**src/rtl/core/tocp_pkg.sv**
```systemverilog
// Shared types and constants for the terminal output character processor.
package tocp_pkg;

   localparam logic [2:0] REG_RAW_MODE        = 3'd0;
   localparam logic [2:0] REG_EXPAND_TABS     = 3'd1;
   localparam logic [2:0] REG_UPPER_ONLY      = 3'd2;
   localparam logic [2:0] REG_NEWLINE_TO_CRLF = 3'd3;
   localparam logic [2:0] REG_VERTICAL_DELAY  = 3'd4;
   localparam logic [2:0] REG_NL_DELAY_KIND   = 3'd5;
   localparam logic [2:0] REG_TAB_DELAY_KIND  = 3'd6;
   localparam logic [2:0] REG_CR_DELAY_KIND   = 3'd7;

   localparam logic [6:0] CH_NUL    = 7'h00;
   localparam logic [6:0] CH_EOT    = 7'h04;
   localparam logic [6:0] CH_BS     = 7'h08;
   localparam logic [6:0] CH_TAB    = 7'h09;
   localparam logic [6:0] CH_LF     = 7'h0a;
   localparam logic [6:0] CH_VT     = 7'h0b;
   localparam logic [6:0] CH_FF     = 7'h0c;
   localparam logic [6:0] CH_CR     = 7'h0d;
   localparam logic [6:0] CH_SPACE  = 7'h20;
   localparam logic [6:0] CH_TILDE  = 7'h7e;
   localparam logic [6:0] CH_BSLASH = 7'h5c;
   localparam logic [6:0] CH_LOWER_A = 7'h61;
   localparam logic [6:0] CH_LOWER_Z = 7'h7a;
   localparam logic [6:0] CASE_OFFSET = 7'h20;

   localparam logic [1:0] NL_DELAY_COLUMN = 2'd1;
   localparam logic [1:0] NL_DELAY_FIXED  = 2'd2;
   localparam logic [1:0] NL_DELAY_PAD    = 2'd3;
   localparam logic [1:0] TAB_DELAY_COLUMN = 2'd1;
   localparam logic [1:0] CR_DELAY_SHORT  = 2'd1;
   localparam logic [1:0] CR_DELAY_LONG   = 2'd2;

   localparam logic [6:0] DELAY_VERTICAL = 7'd127;
   localparam logic [6:0] DELAY_NL_MIN   = 7'd6;
   localparam logic [6:0] DELAY_CR_SHORT = 7'd5;
   localparam logic [6:0] DELAY_CR_LONG  = 7'd10;
   localparam logic [3:0] TAB_DELAY_BASE = 4'd9;
   localparam logic [3:0] TAB_DELAY_MIN  = 4'd5;
   localparam logic [4:0] NL_DELAY_BIAS  = 5'd3;
   localparam logic [1:0] PAD_LAST       = 2'd3;

   // escape pairs: raised form, escaped form
   localparam int unsigned NUM_ESC = 5;
   localparam logic [6:0] ESC_FROM [NUM_ESC] = '{7'h7b, 7'h7d, 7'h7c, 7'h7e, 7'h60};
   localparam logic [6:0] ESC_TO   [NUM_ESC] = '{7'h28, 7'h29, 7'h21, 7'h5e, 7'h27};

   typedef enum logic [3:0] {
      ST_IDLE,
      ST_DECIDE,
      ST_SPACE,
      ST_ESC,
      ST_CR,
      ST_CR_DLY,
      ST_CHAR,
      ST_PAD,
      ST_DLY
   } state_type;

   typedef enum logic [2:0] {
      SRC_SPACE,
      SRC_ESC,
      SRC_CR,
      SRC_CHAR,
      SRC_NUL,
      SRC_DELAY
   } src_type;

   typedef struct packed {
      logic    capture;
      logic    load;
      src_type src;
      logic    last;
   } cmd_type;

   typedef struct packed {
      logic slot_free;
      logic drop;
      logic tab_run;
      logic escape;
      logic crlf;
      logic space_last;
      logic put_pads;
      logic put_delay;
      logic pad_last;
   } stat_type;

endpackage

```
**src/rtl/core/tocp_ctrl.sv**
```systemverilog
// Sequencer that steps through the output bytes of one character.
module tocp_ctrl import tocp_pkg::*; (
   input  logic     clock,
   input  logic     reset,
   input  logic     req_valid,
   output logic     req_ready,
   input  stat_type stat,
   output cmd_type  cmd
);

   state_type state_ff, state_in;

   always_ff @(posedge clock) begin
      if (reset) begin
         state_ff <= ST_IDLE;
      end else begin
         state_ff <= state_in;
      end
   end

   always_comb begin
      state_in = state_ff;
      unique case (state_ff)
         ST_IDLE: begin
            if (req_valid) state_in = ST_DECIDE;
         end
         ST_DECIDE: begin
            priority if (stat.drop) state_in = ST_IDLE;
            else if (stat.tab_run) state_in = ST_SPACE;
            else if (stat.escape) state_in = ST_ESC;
            else if (stat.crlf) state_in = ST_CR;
            else state_in = ST_CHAR;
         end
         ST_SPACE: begin
            if (stat.slot_free && stat.space_last) state_in = ST_IDLE;
         end
         ST_ESC: begin
            if (stat.slot_free) state_in = ST_CHAR;
         end
         ST_CR: begin
            if (stat.slot_free) state_in = stat.put_delay ? ST_CR_DLY : ST_CHAR;
         end
         ST_CR_DLY: begin
            if (stat.slot_free) state_in = ST_CHAR;
         end
         ST_CHAR: begin
            if (stat.slot_free) begin
               priority if (stat.put_pads) state_in = ST_PAD;
               else if (stat.put_delay) state_in = ST_DLY;
               else state_in = ST_IDLE;
            end
         end
         ST_PAD: begin
            if (stat.slot_free && stat.pad_last) state_in = ST_IDLE;
         end
         ST_DLY: begin
            if (stat.slot_free) state_in = ST_IDLE;
         end
         default: state_in = ST_IDLE;
      endcase
   end

   always_comb begin
      req_ready   = 1'b0;
      cmd.capture = 1'b0;
      cmd.load    = 1'b0;
      cmd.src     = SRC_CHAR;
      cmd.last    = 1'b0;
      unique case (state_ff)
         ST_IDLE: begin
            req_ready   = 1'b1;
            cmd.capture = req_valid;
         end
         ST_DECIDE: begin
         end
         ST_SPACE: begin
            cmd.load = stat.slot_free;
            cmd.src  = SRC_SPACE;
            cmd.last = stat.space_last;
         end
         ST_ESC: begin
            cmd.load = stat.slot_free;
            cmd.src  = SRC_ESC;
         end
         ST_CR: begin
            cmd.load = stat.slot_free;
            cmd.src  = SRC_CR;
         end
         ST_CR_DLY: begin
            cmd.load = stat.slot_free;
            cmd.src  = SRC_DELAY;
         end
         ST_CHAR: begin
            cmd.load = stat.slot_free;
            cmd.src  = SRC_CHAR;
            cmd.last = !stat.put_pads && !stat.put_delay;
         end
         ST_PAD: begin
            cmd.load = stat.slot_free;
            cmd.src  = SRC_NUL;
            cmd.last = stat.pad_last;
         end
         ST_DLY: begin
            cmd.load = stat.slot_free;
            cmd.src  = SRC_DELAY;
            cmd.last = 1'b1;
         end
         default: begin
         end
      endcase
   end

endmodule

```
**src/rtl/core/tocp_dp.sv**
```systemverilog
// Datapath: settings, column, captured character, delay and output register.
module tocp_dp import tocp_pkg::*; (
   input  logic       clock,
   input  logic       reset,
   input  logic       csr_valid,
   input  logic [2:0] csr_index,
   input  logic [7:0] csr_data,
   input  logic [7:0] req_char_in,
   output logic       rsp_valid,
   input  logic       rsp_ready,
   output logic [7:0] rsp_out_byte,
   output logic       rsp_last_of_run,
   input  cmd_type    cmd,
   output stat_type   stat
);

   logic       raw_mode_ff, expand_tabs_ff, upper_only_ff, crlf_ff, vert_delay_ff;
   logic [1:0] nl_kind_ff, tab_kind_ff, cr_kind_ff;
   logic [7:0] column_ff, column_in;
   logic [6:0] char_ff, char_in;
   logic       drop_ff, tab_run_ff, escape_ff, crlf_flag_ff;
   logic       drop_in, tab_run_in, escape_in;
   logic [6:0] delay_ff, delay_in;
   logic [1:0] pad_cnt_ff;
   logic       valid_ff;
   logic [7:0] byte_ff, byte_in;
   logic       last_ff;
   logic [6:0] raw_char;
   logic [6:0] put_byte;
   logic [4:0] nl_col_delay;
   logic [3:0] tab_delay;
   logic       put_src;

   // settings
   always_ff @(posedge clock) begin
      if (reset) begin
         raw_mode_ff    <= 1'b0;
         expand_tabs_ff <= 1'b0;
         upper_only_ff  <= 1'b0;
         crlf_ff        <= 1'b0;
         vert_delay_ff  <= 1'b0;
         nl_kind_ff     <= 2'd0;
         tab_kind_ff    <= 2'd0;
         cr_kind_ff     <= 2'd0;
      end else if (csr_valid) begin
         unique case (csr_index)
            REG_RAW_MODE:        raw_mode_ff    <= csr_data[0];
            REG_EXPAND_TABS:     expand_tabs_ff <= csr_data[0];
            REG_UPPER_ONLY:      upper_only_ff  <= csr_data[0];
            REG_NEWLINE_TO_CRLF: crlf_ff        <= csr_data[0];
            REG_VERTICAL_DELAY:  vert_delay_ff  <= csr_data[0];
            REG_NL_DELAY_KIND:   nl_kind_ff     <= csr_data[1:0];
            REG_TAB_DELAY_KIND:  tab_kind_ff    <= csr_data[1:0];
            REG_CR_DELAY_KIND:   cr_kind_ff     <= csr_data[1:0];
            default: ;
         endcase
      end
   end

   // decode the incoming character
   always_comb begin
      raw_char   = req_char_in[6:0];
      char_in    = raw_char;
      escape_in  = 1'b0;
      drop_in    = (raw_char == CH_EOT) && !raw_mode_ff;
      tab_run_in = (raw_char == CH_TAB) && expand_tabs_ff;
      if (upper_only_ff) begin
         for (int i = 0; i < NUM_ESC; i++) begin
            if (raw_char == ESC_FROM[i]) begin
               escape_in = 1'b1;
               char_in   = ESC_TO[i];
            end
         end
         if (raw_char >= CH_LOWER_A && raw_char <= CH_LOWER_Z) begin
            char_in = raw_char - CASE_OFFSET;
         end
      end
   end

   always_ff @(posedge clock) begin
      if (cmd.capture) begin
         char_ff      <= char_in;
         drop_ff      <= drop_in;
         tab_run_ff   <= tab_run_in;
         escape_ff    <= escape_in;
         crlf_flag_ff <= (char_in == CH_LF) && crlf_ff;
      end
   end

   // byte being put and its effect on delay and column
   always_comb begin
      unique case (cmd.src)
         SRC_SPACE: put_byte = CH_SPACE;
         SRC_ESC:   put_byte = CH_BSLASH;
         SRC_CR:    put_byte = CH_CR;
         default:   put_byte = char_ff;
      endcase
      put_src = (cmd.src == SRC_SPACE) || (cmd.src == SRC_ESC) ||
                (cmd.src == SRC_CR) || (cmd.src == SRC_CHAR);

      nl_col_delay = {1'b0, column_ff[7:4]} + NL_DELAY_BIAS;
      tab_delay    = TAB_DELAY_BASE - {1'b0, column_ff[2:0]};

      delay_in  = '0;
      column_in = column_ff;
      if (put_byte >= CH_SPACE && put_byte <= CH_TILDE) begin
         column_in = column_ff + 8'd1;
      end else if (put_byte == CH_BS) begin
         if (column_ff != 8'd0) column_in = column_ff - 8'd1;
      end else if (put_byte == CH_LF) begin
         if (nl_kind_ff == NL_DELAY_COLUMN) begin
            if (column_ff != 8'd0) begin
               delay_in = ({2'b00, nl_col_delay} < DELAY_NL_MIN) ? DELAY_NL_MIN
                                                              : {2'b00, nl_col_delay};
            end
         end else if (nl_kind_ff == NL_DELAY_FIXED) begin
            delay_in = DELAY_NL_MIN;
         end
         column_in = 8'd0;
      end else if (put_byte == CH_TAB) begin
         if (tab_kind_ff == TAB_DELAY_COLUMN && tab_delay >= TAB_DELAY_MIN) begin
            delay_in = {3'b000, tab_delay};
         end
         column_in = (column_ff | 8'd7) + 8'd1;
      end else if (put_byte == CH_VT || put_byte == CH_FF) begin
         if (vert_delay_ff) delay_in = DELAY_VERTICAL;
      end else if (put_byte == CH_CR) begin
         if (cr_kind_ff == CR_DELAY_SHORT) delay_in = DELAY_CR_SHORT;
         else if (cr_kind_ff == CR_DELAY_LONG) delay_in = DELAY_CR_LONG;
         column_in = 8'd0;
      end
   end

   always_ff @(posedge clock) begin
      if (reset) begin
         column_ff <= 8'd0;
      end else if (cmd.load && put_src) begin
         column_ff <= column_in;
      end
   end

   always_ff @(posedge clock) begin
      if (cmd.load && put_src) delay_ff <= delay_in;
   end

   always_ff @(posedge clock) begin
      if (cmd.capture) begin
         pad_cnt_ff <= 2'd0;
      end else if (cmd.load && cmd.src == SRC_NUL) begin
         pad_cnt_ff <= pad_cnt_ff + 2'd1;
      end
   end

   // output register
   always_comb begin
      unique case (cmd.src)
         SRC_NUL:   byte_in = {1'b0, CH_NUL};
         SRC_DELAY: byte_in = {1'b1, delay_ff};
         default:   byte_in = {1'b0, put_byte};
      endcase
   end

   always_ff @(posedge clock) begin
      if (reset) begin
         valid_ff <= 1'b0;
      end else if (cmd.load) begin
         valid_ff <= 1'b1;
      end else if (rsp_ready) begin
         valid_ff <= 1'b0;
      end
   end

   always_ff @(posedge clock) begin
      if (cmd.load) begin
         byte_ff <= byte_in;
         last_ff <= cmd.last;
      end
   end

   assign rsp_valid       = valid_ff;
   assign rsp_out_byte    = byte_ff;
   assign rsp_last_of_run = last_ff;

   always_comb begin
      stat.slot_free  = !valid_ff || rsp_ready;
      stat.drop       = drop_ff;
      stat.tab_run    = tab_run_ff;
      stat.escape     = escape_ff;
      stat.crlf       = crlf_flag_ff;
      stat.space_last = (column_ff[2:0] == 3'b111);
      stat.put_pads   = (put_byte == CH_LF) && (nl_kind_ff == NL_DELAY_PAD);
      stat.put_delay  = (delay_in != 7'd0);
      stat.pad_last   = (pad_cnt_ff == PAD_LAST);
   end

endmodule

```
**src/rtl/core/tty_output_char_processor.sv**
```systemverilog
// Top level of the terminal output character processor.
// One character is taken per req_ beat and turned into a run of 0 to 8 output bytes on the
// rsp_ channel, the last flagged by rsp_last_of_run; a byte with bit 7 set is a delay of its
// low 7 bits in ticks. The sequencer accepts a character in its idle state and picks its path
// in a decide state, then puts out one byte per cycle while rsp_ready holds. The last byte waits
// in the output register while the next character is accepted. Settings are written on the
// csr_ port, index 0..7, always ready.
module tty_output_char_processor import tocp_pkg::*; (
   input  logic       clock,
   input  logic       reset,
   input  logic       csr_valid,
   output logic       csr_ready,
   input  logic [2:0] csr_index,
   input  logic [7:0] csr_data,
   input  logic       req_valid,
   output logic       req_ready,
   input  logic [7:0] req_char_in,
   output logic       rsp_valid,
   input  logic       rsp_ready,
   output logic [7:0] rsp_out_byte,
   output logic       rsp_last_of_run
);

   cmd_type  cmd;
   stat_type stat;

   assign csr_ready = 1'b1;

   tocp_ctrl u_ctrl (
      .clock     (clock),
      .reset     (reset),
      .req_valid (req_valid),
      .req_ready (req_ready),
      .stat      (stat),
      .cmd       (cmd)
   );

   tocp_dp u_dp (
      .clock           (clock),
      .reset           (reset),
      .csr_valid       (csr_valid),
      .csr_index       (csr_index),
      .csr_data        (csr_data),
      .req_char_in     (req_char_in),
      .rsp_valid       (rsp_valid),
      .rsp_ready       (rsp_ready),
      .rsp_out_byte    (rsp_out_byte),
      .rsp_last_of_run (rsp_last_of_run),
      .cmd             (cmd),
      .stat            (stat)
   );

endmodule
```
**config.mk**
```make
export PLATFORM = sky130hd
export DESIGN_NAME = tty_output_char_processor
export DESIGN_NICKNAME = d
export VERILOG_FILES = /design/src/rtl/core/tocp_pkg.sv /design/src/rtl/core/tocp_ctrl.sv /design/src/rtl/core/tocp_dp.sv /design/src/rtl/core/tty_output_char_processor.sv
export SDC_FILE = /design/constraint.sdc
export NUM_CORES = 1
export LEC_CHECK = 0
export ABC_AREA = 1
export BUFFER_PORTS_ARGS = -buffer_cell sky130_fd_sc_hd__buf_2
export CAP_MARGIN = 30
export CORE_MARGIN = 2
export CORE_UTILIZATION = 45
export CTS_BUF_LIST = sky130_fd_sc_hd__clkbuf_4 sky130_fd_sc_hd__clkbuf_8 sky130_fd_sc_hd__clkbuf_16
export CTS_CLUSTER_DIAMETER = 200
export DETAILED_ROUTE_END_ITERATION = 6
export HOLD_SLACK_MARGIN = 0.03
export PLACE_DENSITY = 0.72
export SLEW_MARGIN = 20
export SYNTH_ARGS = -nofsm -noshare
export SYNTH_HDL_FRONTEND = slang
export SYNTH_HIERARCHICAL = 1
export SYNTH_SLANG_ARGS = --single-unit
```
**constraint.sdc**
```tcl
create_clock -name clock -period 8.1 [get_ports clock]
set_input_delay 0.405 -clock clock [delete_from_list [all_inputs] [get_ports clock]]
set_output_delay 0.405 -clock clock [all_outputs]
set_load 0.005 [all_outputs]
```
After elaboration in Yosys (flattened, before gate mapping)
Cells that the tools add are included.
{"block": "word_totals", "out_inout_bits": 12, "elab_cells": 180, "register_bits": 53}
{"block": "op_classes", "order_cmp": 6, "n_mux": 56, "n_addsub": 7, "reduce_logical": 40, "n_eq_ne": 51}
{"operator": "two-way mux 7 bit", "n": 17}
{"operator": "== test 7 x 4 -> 1 bit (second input constant)", "n": 8}
{"operator": "two-way mux 4 bit", "n": 14}
{"operator": "two-way mux 8 bit", "n": 7}
{"operator": "== test 7 bit (second input constant)", "n": 5}
{"operator": "case mux 4 bit (8 select lines)", "n": 1}
{"operator": "case mux 4 bit (6 select lines)", "n": 1}
{"operator": "== test 3 bit (second input constant)", "n": 7}
{"operator": "case mux 7 bit (3 select lines)", "n": 1}
{"operator": "adder 8 x 1 -> 8 bit (second input constant)", "n": 2}
{"operator": "== test 4 x 3 -> 1 bit (second input constant)", "n": 4}
{"operator": "case mux 8 bit (2 select lines)", "n": 1}
{"operator": "AND reduction 2 bit", "n": 8}
{"operator": "less-or-equal comparator 7 bit (second input constant)", "n": 2}
{"operator": "== test 3 x 2 -> 1 bit (second input constant)", "n": 4}
{"operator": "logical AND 1 bit", "n": 12}
{"operator": "!= test 2 x 1 -> 1 bit (second input constant)", "n": 6}
{"operator": "two-way mux 1 bit", "n": 9}
{"operator": "== test 2 bit (second input constant)", "n": 4}
{"operator": "== test 4 x 2 -> 1 bit (second input constant)", "n": 2}
{"operator": "nonzero test 8 bit", "n": 1}
{"operator": "subtractor 8 x 1 -> 8 bit (second input constant)", "n": 1}
{"operator": "== test 7 x 3 -> 1 bit (second input constant)", "n": 1}
{"operator": "greater-or-equal comparator 7 x 6 -> 1 bit (second input constant)", "n": 1}
{"operator": "other kinds (28)", "n": 41}

Logic depth before layout (Yosys ltp)
{"block": "depth", "ltp_word": 17, "ltp_mapped": 28}

By module
Netlist, hierarchy kept.
{"mod": "tocp_dp", "cells_each": 443, "area_each_um2": 3284.4, "seq_area_each_um2": 1221.2, "n_inst": 1}
{"mod": "tocp_ctrl", "cells_each": 91, "area_each_um2": 498.0, "seq_area_each_um2": 80.1, "n_inst": 1}
{"mod": "tty_output_char_processor", "cells_each": 2, "area_each_um2": 11.3, "seq_area_each_um2": 0.0, "n_inst": 1}

Worst setup path before layout
No wires, ideal clock.
{"block": "synth_timing", "path_kind": "reg-to-reg", "start": "reg u_ctrl.state_ff[3]", "end": "reg u_ctrl.state_ff[1]", "synth_period_minus_slack_ns": 2.754, "setup_time_ns": 0.064, "setup_slack_ns": 5.346, "arrival_ns": 2.690, "stages_incl_launch_ff": 24, "cell_sequence": "dfxtp_1 > inv_1 > nand2_1 > o21ai_0 > nor2_2 > nand2_2 > nand3_2 > nor2_4 > inv_1 > nor2_2 > nand2_2 > inv_2 > o21ai_0 > nand2_1 > nand2_1 > nand2_1 > nand2_1 > nor2_1 > nand2_1 > nor3_1 > nor2_1 > nand2_1 > nor2_1 > nor2_1"}
{"item": "from (decl)", "line_no": "tocp_ctrl.sv:11", "source": "state_type state_ff, state_in;"}
{"item": "from (signal assigned)", "line_no": "tocp_ctrl.sv:17", "source": "state_ff <= state_in;"}

==> results.yml <==
status:
  status: "complete, no violations"
critical_path:
  start_kind: "register"
  cp.arrival_ns: 3.63
  cp-end-kind: "register"
  cp_slowest_cell: "dfxtp_1"
  required_ns: 8.36
  crit_family: "simple AND/OR/NAND/NOR gates"
  cp_common_cell: "nand2_1"
  critPathMaxStageDelay_ns: 0.45
  critPathKind: "reg -> reg"
  path_cells: "nor2_2 > nand2_1 > inv_1 > o22ai_1 > nor2_4 > nand2_2 > inv_2 > a21oi_4 > nand2_4 > nor2_8 > nand2_2 > inv_2 > o21ai_0 > nand2_1 > nand2_1 > nand2_1 > nand2_1 > nor2_1 > nand2_1 > nor3_1 > nor2_1 > nand2_1 > nor2_1 > nor2_1"
  crit_buf_inv: 3
  critPathMaxFanout: 7
die:
  rows: 33
  pin_count: 36
  fp.dieH_um: 95.8
  dieArea_um2: 9180
  die_x_um: 95.8
  fp.coreArea_um2: 8180
  start_util: 0.464
placed_design:
  place.gp.congestion: 0.902
  dpl.hpwl_um: 6360
  dpl.cell_count: 656
  io_buffers: 27
sta:
  finalHoldViolCount: 0
  rsz0062_at_grt: "false"
  clock.fmax_ghz: 0.296
  tightest_slew_ns: 0.752
  fin_crit_sh: 0.416
  period_needed_ns: 3.37
  fin_skew_ns: 0.00417
  finalSetupTns_ns: 0
  setup_violations: 0
  slew_headroom: 0.493
  hold-worst-slack_ns: 0.353
  slew_violations: 0
min_path:
  hp-class: "in -> reg"
clocking:
  cts.hold.buffers_added: 0
  clk_pin_slew_ns: 0.09
  post_cts_buffers: 0
  clock-sinks: 52
  cts_tree: "yes"
  cts_buffers: 5
  ctsHtreeMaxLevel: 2
  clk_latency_ns: 0.31
  cts_root_buffer: "clkbuf_8"
  post_cts_resized: 0
  ctsLongestPathBuffers: 2
logic_synthesis:
  seq_area_frac_synth: 0.343
  yosysMostFrequentCell: "nand2_1"
  synthCells: 536
  synthFlopType: "edfxtp_1"
  yosys-top-cells-count: "117 x nand2_1, 75 x nor2_1, 71 x inv_1"
  synthArstFlopShare: 0
  yosys.area.top_type: "edfxtp_1"
  synth.distinct_cells: 41
  synthTopCellsByArea: "edfxtp_1 21%, dfxtp_1 14%, nand2_1 12%, nor2_1 7.4%, inv_1 7.0%"
  syn_area_per_cell_um2: 7.08
  synth_edf_count: 26
  yosysWarnings: 6
  ys_ff_latch: 52
  syn_area_um2: 3790
  syn_nets: 573
  synth_top_area_share: 0.206
detailed_routing:
  ant_nets: 0
  routedWlPerCell_um: 12.2
  drt-initial-drc-count: 164
  wl_um: 8100
  num_vias: 3463
  avgViaCountPerCell: 5.21
  drc: 0
  dr.pass1.iters: 4
layout:
  finalNonFillerCells: 665
  layout.nets: 596
  final_core_util: 0.508
  drive_gt1_frac: 0.161
  syn2layout_area_growth_pct: 9.50
  n_antenna_cell: 0
grt:
  overflow: 0
  antenna_found_initial: 0
  grt_max_degree: 17
  grtUsageTotal: 0.186
  grt_pass1_wl_um: 13700
  grt_pass1_vias: 3076
pwr:
  combPwrFrac: 0.514
  powerDensity_nw_per_um2: 325
  p_int_uw: 749
  leakage_uw: 0.00192
  clkPwrFrac: 0.178
  peakVddDrop_uv: 115
  p_sw_uw: 599
  swShare: 0.444
  seqPwrFrac: 0.308
job:
  cap_violations: 0
## kinds of logic after synthesis
logic type / count (synthesis) / synth area share
simple gates: 295 / 0.377
fa+ha+maj: 13 / 0.0429
xor+xnor: 9 / 0.0208
buf+inv: 91 / 0.0973
compound gates: 75 / 0.118
other cells: 1 / 0.000988
flops: 52 / 0.343
## placed cells by master, fill, tap and decap left out, types with 8 or more instances in the layout
master	netlist	layout
nand4_1	10	10
nor2_1	75	75
buf_2	1	27
ha_1	13	13
xor2_1	9	9
nand2_1	117	117
nand2_2	11	11
dfxtp_1	26	26
nand3_1	40	40
a21oi_1	21	21
inv_1	71	71
o21ai_0	35	35
inv_2	8	8
edfxtp_1	26	26
## worst reg2reg max path, cell delays in order, from the launching register on
cell and delay [ns]:
dfxtp_1 0.45, nor2_2 0.09, nand2_1 0.15, inv_1 0.09
o22ai_1 0.44, nor2_4 0.14, nand2_2 0.13, inv_2 0.05
a21oi_4 0.20, nand2_4 0.14, nor2_8 0.15, nand2_2 0.11
inv_2 0.13, o21ai_0 0.10, nand2_1 0.10, nand2_1 0.06
nand2_1 0.08, nand2_1 0.05, nor2_1 0.08, nand2_1 0.13
nor3_1 0.20, nor2_1 0.07, nand2_1 0.06, nor2_1 0.04
nor2_1 0.08
## state kept, by name (all words and copies together) (netlist names), 2 cells and up
signal / flops
u_dp/column_ff: 8
u_dp/rsp_out_byte: 8
u_dp/char_ff: 7
u_dp/delay_ff: 6
u_ctrl/state_ff: 4
u_dp/cr_kind_ff: 2
u_dp/nl_kind_ff: 2
u_dp/pad_cnt_ff: 2
u_dp/tab_kind_ff: 2
## layout make-up
type,count,area [um^2]
clock inverter,3,90.1
sequential,52,1300
tap,105,131
multi-input combinational,393,2120
inverter,79,297
clock buffer,5,68.8
timing repair buffer,28,143
fill,811,4020
## worst paths after layout
check	startpoint	endpoint	slack, ns	cells past startpoint
max	u_ctrl/state_ff[0]	u_ctrl/state_ff[1]	4.73	24
min	csr_data[1]	u_dp/nl_kind_ff[1]	0.35	3
max reg2reg	u_ctrl/state_ff[0]	u_ctrl/state_ff[1]	4.73	24
min reg2reg	u_dp/tab_kind_ff[1]	u_dp/tab_kind_ff[1]	0.48	2
## metrics by stage
step	worst slack, ns	power, uW	cell area [um^2]
2_1_floorplan	5.35	966	3790
3_3_place_gp	4.83	1090	3990
3_5_place_dp	4.81	1100	3990
4_1_cts	4.76	1350	4150
5_1_grt	4.19	1460	4150
6_report	4.73	1350	4150
## layer usage
| layer | wire (um) | share of wire | track usage |
|---|---|---|---|
| met5 | 0 | 0 | 0 |
| met4 | 91 | 0.011 | 0.0619 |
| met3 | 404 | 0.050 | 0.0305 |
| met2 | 3810 | 0.47 | 0.309 |
| met1 | 3790 | 0.47 | 0.247 |
## power groups by stage
| stage | clock [uW] | sequential (uW) | combinational, uW |
|---|---|---|---|
| 2_1_floorplan | 0 | 414 | 553 |
| 3_3_place_gp | 0 | 421 | 665 |
| 3_5_place_dp | 0 | 423 | 679 |
| 4_1_cts | 246 | 416 | 685 |
| 5_1_grt | 257 | 424 | 777 |
| 6_report | 240 | 415 | 694 |
(Power assumes the default switching activity.)
